## src/ffba_pkg.sv

```systemverilog
// ffba_pkg: shared types, codes and defaults for the first-fit block allocator.
// Used by ffba_cell and first_fit_block_allocator; depends on nothing.
package ffba_pkg;

	// fixed field widths of the request and response words
	localparam int SIZE_W  = 20;
	localparam int RES_W   = 20;
	localparam int LIMIT_W = 21;

	// parameter defaults
	localparam int MAX_BLOCKS_DEF   = 64;
	localparam int ADDR_BITS_DEF    = 20;
	localparam int HEADER_BYTES_DEF = 16;

	localparam logic [LIMIT_W-1:0] HEAP_LIMIT_RESET = LIMIT_W'(1048576);

	typedef enum logic {
		MODE_ALLOC = 1'b0,
		MODE_FREE  = 1'b1
	} mode_t;

	typedef enum logic [1:0] {
		ST_OK         = 2'd0,
		ST_NOSPACE    = 2'd1,
		ST_TABLE_FULL = 2'd2,
		ST_UNKNOWN    = 2'd3
	} status_t;

	typedef enum logic [1:0] {
		S_IDLE,
		S_WALK,
		S_OUT
	} state_t;

	// request word
	typedef struct packed {
		mode_t             mode;
		logic [SIZE_W-1:0] request_size;
		logic [RES_W-1:0]  block_address;
	} req_t;

	// response word
	typedef struct packed {
		logic [RES_W-1:0] result_address;
		status_t          status;
		logic             reused;
	} rsp_t;

	// control part of the search token that walks the cell chain
	typedef struct packed {
		logic  valid;
		mode_t op;
		logic  hit;
		logic  last;
	} tok_ctl_t;

endpackage

```

## src/ffba_cell.sv

```systemverilog
// ffba_cell: one table entry of the allocator plus one stage of the search chain.
// Depends on ffba_pkg.
module ffba_cell #(
	parameter int ADDR_BITS    = 20,
	parameter int HEADER_BYTES = 16,
	parameter int IDX_W        = 6,
	parameter int CNT_W        = 7,
	parameter int INDEX        = 0
) (
	input  logic                     clk,
	input  logic                     arst_n,
	input  logic [CNT_W-1:0]         count,
	// token from the left neighbor
	input  ffba_pkg::tok_ctl_t       ctl_in,
	input  logic [ffba_pkg::SIZE_W-1:0] size_in,
	input  logic [ffba_pkg::RES_W-1:0]  addr_in,
	input  logic [ADDR_BITS-1:0]     off_in,
	// token to the right neighbor
	output ffba_pkg::tok_ctl_t       ctl_out,
	output logic [ffba_pkg::SIZE_W-1:0] size_out,
	output logic [ffba_pkg::RES_W-1:0]  addr_out,
	output logic [ADDR_BITS-1:0]     off_out,
	// append write from the controller
	input  logic                     wr_en,
	input  logic [IDX_W-1:0]         wr_idx,
	input  logic [ADDR_BITS-1:0]     wr_off,
	input  logic [ffba_pkg::SIZE_W-1:0] wr_size
);
	import ffba_pkg::*;

	localparam int CW = ((ADDR_BITS > RES_W) ? ADDR_BITS : RES_W) + 1;

	// entry contents, undefined until appended
	logic [ADDR_BITS-1:0] off_q;
	logic [SIZE_W-1:0]    size_q;
	logic                 free_q;

	tok_ctl_t             ctl_q;
	logic [SIZE_W-1:0]    size_tok_q;
	logic [RES_W-1:0]     addr_tok_q;
	logic [ADDR_BITS-1:0] off_tok_q;

	logic active, is_last, match_alloc, match_free, take, wr_hit;

	// match logic for this entry
	always_comb begin
		active      = CNT_W'(INDEX) < count;
		is_last     = CNT_W'(INDEX + 1) == count;
		match_alloc = (ctl_in.op == MODE_ALLOC) && free_q && (size_q >= size_in);
		match_free  = (ctl_in.op == MODE_FREE) &&
			((CW'(off_q) + CW'(HEADER_BYTES)) == CW'(addr_in));
		take        = ctl_in.valid && !ctl_in.hit && active && (match_alloc || match_free);
		wr_hit      = wr_en && (wr_idx == IDX_W'(INDEX));
	end

	// entry update: append write, or claim / release on a first match
	always_ff @(posedge clk) begin
		if (wr_hit) begin
			off_q  <= wr_off;
			size_q <= wr_size;
			free_q <= 1'b0;
		end else if (take) begin
			if (ctl_in.op == MODE_ALLOC) begin
				free_q <= 1'b0;
			end else if (!is_last) begin
				free_q <= 1'b1;
			end
		end
	end

	// token control bits
	always_ff @(posedge clk or negedge arst_n) begin
		if (!arst_n) begin
			ctl_q <= '0;
		end else begin
			ctl_q.valid <= ctl_in.valid;
			ctl_q.op    <= ctl_in.op;
			ctl_q.hit   <= ctl_in.hit | take;
			ctl_q.last  <= take ? is_last : ctl_in.last;
		end
	end

	// token payload
	always_ff @(posedge clk) begin
		size_tok_q <= size_in;
		addr_tok_q <= addr_in;
		off_tok_q  <= take ? off_q : off_in;
	end

	assign ctl_out  = ctl_q;
	assign size_out = size_tok_q;
	assign addr_out = addr_tok_q;
	assign off_out  = off_tok_q;

endmodule

```

## config.mk

```make
export PLATFORM = sky130hd
export DESIGN_NAME = ffba_cell
export DESIGN_NICKNAME = d
export VERILOG_FILES = /design/src/ffba_pkg.sv /design/src/ffba_cell.sv
export SDC_FILE = /design/constraint.sdc
export NUM_CORES = 1
export LEC_CHECK = 0
export BUFFER_PORTS_ARGS = -buffer_cell sky130_fd_sc_hd__clkbuf_2
export CORE_UTILIZATION = 35
export DETAILED_ROUTE_END_ITERATION = 8
export PLACE_DENSITY = 0.58
export SETUP_SLACK_MARGIN = 0.5
export SLEW_MARGIN = 20
export SYNTH_ARGS = -nofsm -noshare
export SYNTH_HDL_FRONTEND = slang
export SYNTH_SLANG_ARGS = --single-unit
```

## constraint.sdc

```tcl
create_clock -name clk -period 3.5 [get_ports clk]
set_input_delay 0.35 -clock clk [delete_from_list [all_inputs] [get_ports clk]]
set_output_delay 0.35 -clock clk [all_outputs]
set_load 0.02 [all_outputs]
```

==> After elaboration in Yosys (flattened, before gate mapping) <==
Cells that the tools add are included.
{ "totals": {"register_bits": 105, "out_inout_bits": 64, "inputBits": 120, "wordCells": 33} }
{ "classes": {"reduce_logical": 11, "addsub": 1, "n_eq_ne": 3, "n_bitwise": 2, "muxes": 4, "order_cmp": 2} }
{ "op_table": {"columns": ["cell", "count"], "rows": [
  ["$add A20 B5 Y21 const B", 1],
  ["$eq A21 B20 Y1", 1],
  ["$ge A20 B20 Y1", 1],
  ["$mux W20", 1],
  ["$eq A1 B7 Y1 const A", 1],
  ["$logic_and A1 B1 Y1", 7],
  ["$lt A1 B7 Y1 const A", 1],
  ["$logic_not A6 Y1", 1],
  ["$mux W1", 3],
  ["$ne A2 B2 Y1 const B", 1],
  ["$reduce_and A2 Y1", 1],
  ["$logic_not A1 Y1", 1],
  ["$logic_or A1 B1 Y1", 1],
  ["$not A1 Y1", 1],
  ["$or A1 B1 Y1", 1]
]} }

==> Longest topological paths before layout <==
{ "logic_depth": {"ltp_word": 6, "ltp_mapped": 11, "depth_no_buf": 10} }

==> Worst setup path before layout <==
Ideal clock, no wire load.
{ "synth_path": {"path_kind": "reg2reg", "start": "register off_q[4]", "end": "register off_tok_q[0], in the netlist off_out[0]", "setup_ns": 0.121, "arrival_time_ns": 2.584, "required_time_ns": 3.379, "path_buffers": 1, "stages_incl_launch_ff": 11, "setup_slack_ns": 0.795, "period_less_slack_ns": 2.705, "path_cell_list": "edfxtp_1 > ha_1 > xnor2_1 > nand3_1 > or3_1 > a2111oi_2 > and4bb_1 > a31oi_4 > nor2_4 > buf_12 > mux2_4"} }
{ "synth_via": {"elab_chain_cells": 6} }
{ "synth_lines": {"columns": ["item", "line_no", "source"], "rows": [
  ["start, declared", "ffba_cell.sv:34", "logic [ADDR_BITS-1:0] off_q;"],
  ["start signal, assigned", "ffba_cell.sv:59", "off_q <= wr_off;"],
  ["$add A20 B5 Y21", "ffba_cell.sv:51", "((CW'(off_q) + CW'(HEADER_BYTES)) == CW'(addr_in));"],
  ["$eq A21 B20 Y1", "ffba_cell.sv:51", null],
  ["$logic_and A1 B1 Y1", "ffba_cell.sv:50", "match_free = (ctl_in.op == MODE_FREE) &&"],
  ["$logic_or A1 B1 Y1", "ffba_cell.sv:52", "take = ctl_in.valid && !ctl_in.hit && active && (match_alloc || match_free);"],
  ["$logic_and A1 B1 Y1", "ffba_cell.sv:52", null],
  ["$mux W20", "ffba_cell.sv:87", "off_tok_q <= take ? off_q : off_in;"],
  ["end signal, assigned", "ffba_cell.sv:87", null],
  ["end, declared", "ffba_cell.sv:41", "logic [ADDR_BITS-1:0] off_tok_q;"]
]} }
Every way passes these cells.
A chain may end at the register's enable or synchronous reset.

==> Worst setup path after layout <==
{ "layout_path": {"start": "register off_q[4]", "end": "register off_tok_q[19], in the netlist off_out[19]"} }
Same word-level chain as after synthesis.

==> flow_summary_export.csv <==
group,metric,value,unit
die,rows,39,
global_routing,largest_net_degree_at_the_start_of_global_routing,41,
clocking,clock_latency_of_the_later_clocked_register_in_the_worst_skew_pair,350,ps
pwr,leakage_power_figure,2.53,nW
global_routing,grt_pass1_vias,2789,
timing,final_max_slew_viol_count,0,
place,gpl.final_weighted_congestion,0.715,
finish,drive_gt1_share,47.4,%
synth,postSynthRegisterBits,105,
synth,synth.yosys.warnings,0,
run_status,outcome,"finished, final reports clean",
setup_path,critical-path-slowest-cell,"edfxtp_1",
timing,setup_viol_count_final,0,
route,routed_wirelength,9230,microns
timing,grt_setup_unrepaired,"false",
synth,synth-edff-count,40,
setup_path,cp_top_family,"simple AND/OR/NAND/NOR gates",
route,drc_violations_left,0,
min_path,timing.hold.worst.class,"primary input to register",
place,dp_worst_setup_slack,489,ps
timing,max_slew_margin,38.7,%
setup_path,cp_cell_sequence,"ha_1 -> xnor2_1 -> nand3_1 -> or3_4 -> a2111oi_4 -> and4bb_2 -> a31oi_4 -> nor2_4 -> buf_12 -> mux2_2",
synth,synth.cell_area,0.00409,sq mm
timing,layout_skew,8.08,ps
timing,final_period_minus_worst_setup_slack,2810,ps
clocking,cts.path.max_buffers,2,
die,die_width,110,microns
die,die_area,0.0121,sq mm
setup_path,crit_path_max_incr_delay,420,ps
global_routing,groute.usage.overall,15.3,%
timing,max_freq,0.356,GHz
synth,postSynthAreaPerCell,13.8,sq um
die,dieHeight,110,microns
synth,syn-instance-count,297,
route,routedWlPerCell,14.4,microns
finish,most-common-layout-cells,"clkbuf_2 (183), dfxtp_1 (61), edfxtp_1 (40)",
setup_path,crit_fanout,9,
route,initialDrtViolationCount,70,
pwr,worst_ir_drop_vdd,0.297,mV
setup_path,start_kind,"register",
route,detail-route-antenna-nets,0,
clocking,clk_sink_count,105,
clocking,cts_root_buffer,"clkbuf_16",
clocking,total_number_of_h_tree_levels,3,
timing,tns,0,ps
setup_path,critPathRequiredTime,3740,ps
setup_path,timing.setup.critical_path_class,"register to register",
setup_path,crit_arrival,3050,ps
setup_path,critical_path_endpoint_category,"register",
finish,layout.cells.most_common,"clkbuf_2",
route,routed_via_density,4.57,
synth,synth.distinct_cells,51,
global_routing,wire_length_of_the_first_global_routing_pass,13500,microns
place,hpwl,7240,microns
clocking,cts.reportedPaths.clkPinSlew,70,ps
die,floorplan.initialDensity,35.8,%
synth,synthFlopType,"dfxtp_1",
job,max-cap-violations,0,
clocking,tritoncts_clock_tree,"done",
setup_path,buffering_stage_count_on_the_worst_path_with_inverters_included,1,
timing,layout_setup_ws,688,ps
place,buffer_ports.inserted,183,
timing,timing.final.hold_violations,0,
finish,area_delta_synth_final,34.2,%
die,io-pin-count,184,
clocking,cts-buffers-inserted,9,
synth,seq_total_area_yosys,61.6,%
finish,diodes,0,
global_routing,number_of_antenna_violations_at_the_first_check_in_global_routing,0,
die,design.core.area,0.0114,sq mm
synth,postSynth.asyncResetShare,3.81,%
pwr,power_density,454,mW/mm^2
timing,hold_slack,118,ps
route,first_pass_iters,4,
timing,tightestPinTransition,918,ps
synth,synth.net_count,438,
timing,timing.final.crit_share,80.3,%
route,vias,2927,
finish,design.final.nets,634,
global_routing,grt.overflow.total,0,
==> cells in the mapped netlist (all sizes together), types with 3 or more instances <==
| cell | instances | area share (%) |
|---|---|---|
| a21o | 3 | 0.55 |
| a21oi | 8 | 0.98 |
| a31oi | 3 | 0.83 |
| buf | 3 | 1.3 |
| dfrtp | 4 | 2.4 |
| dfxtp | 61 | 30 |
| edfxtp | 40 | 29 |
| ha | 21 | 6.4 |
| inv | 24 | 2.2 |
| mux2 | 21 | 7.5 |
| mux2i | 3 | 0.73 |
| nand2 | 11 | 1.0 |
| nand3 | 11 | 1.3 |
| nand4 | 9 | 1.4 |
| nor2 | 7 | 0.83 |
| nor3 | 5 | 0.61 |
| o21ai | 6 | 0.83 |
| xnor2 | 15 | 3.2 |
| xor2 | 8 | 1.7 |
==> cells by family (layout without fill, tap and decap cells) <==
group	count (synthesis)	after routing	share of synthesized area [%]
adder cells (fa/ha/maj)	21	21	6.42
multiplexers	24	24	8.25
flip-flops	105	105	61.6
AND/OR/NAND/NOR	62	62	9.17
XOR/XNOR	23	23	4.92
buffers and inverters	28	229	3.55
AO/OA/AOI/OAI	34	34	6.05
==> layer usage <==
layer  GRT usage, %  share of wire (%)
met1           17.4                 42
met2           26.0                 49
met3           5.17                7.0
met4           7.05                1.8
met5              0                  0
==> path summary, 6_finish.rpt <==
check                            start      endpoint  slack [ps]  cells past startpoint
max                           off_q[4]   off_out[19]         690                     10
min                        size_in[14]  size_out[14]         120                      1
max reg2reg                   off_q[4]   off_out[19]         690                     10
min reg2reg                     free_q        free_q         490                      2
max in group asynchronous       arst_n    ctl_out[2]        3030                      2
min in group asynchronous       arst_n    ctl_out[3]         350                      2
==> per-stage QoR <==
step	total power, mW	cell area (sq um)	instances	util (%)
finish	2.49	5490	641	48.1
global route	2.60	5490	641	48.1
CTS	2.53	5440	639	47.6
detailed placement	1.60	5150	621	45.1
global placement	1.59	5150	621	45.1
floorplan	1.47	4090	297	-
==> layout make-up <==
class / count / area, sq um
Tap cell: 143 / 179
Sequential cell: 105 / 2520
Timing Repair Buffer: 189 / 988
Clock inverter: 7 / 45.0
Fill cell: 1049 / 5930
Multi-Input combinational cell: 164 / 1440
Inverter: 24 / 90.1
Clock buffer: 9 / 225
==> power by group <==
group          internal (mW)  switching, mW
Sequential              1.31         0.0122
Combinational          0.117          0.130
Clock                  0.482          0.441
Total                   1.91          0.583
==> timing repair <==
item | in CTS | in global routing
endpoints found under the hold margin | 4 | 0
hold buffers | 1 | 0
pin swaps | 0 | 2
resized for setup | 0 | 9
buffers inserted | 1 | 2
setup endpoints to repair | 20 | 20
==> sequential cells by signal (all words and copies together), names as in the netlist <==
| name | flops |
|---|---|
| addr_out | 20 |
| ctl_out | 4 |
| free_q | 1 |
| off_out | 20 |
| off_q | 20 |
| size_out | 20 |
| size_q | 20 |
Power figures use the tool's default switching activity.
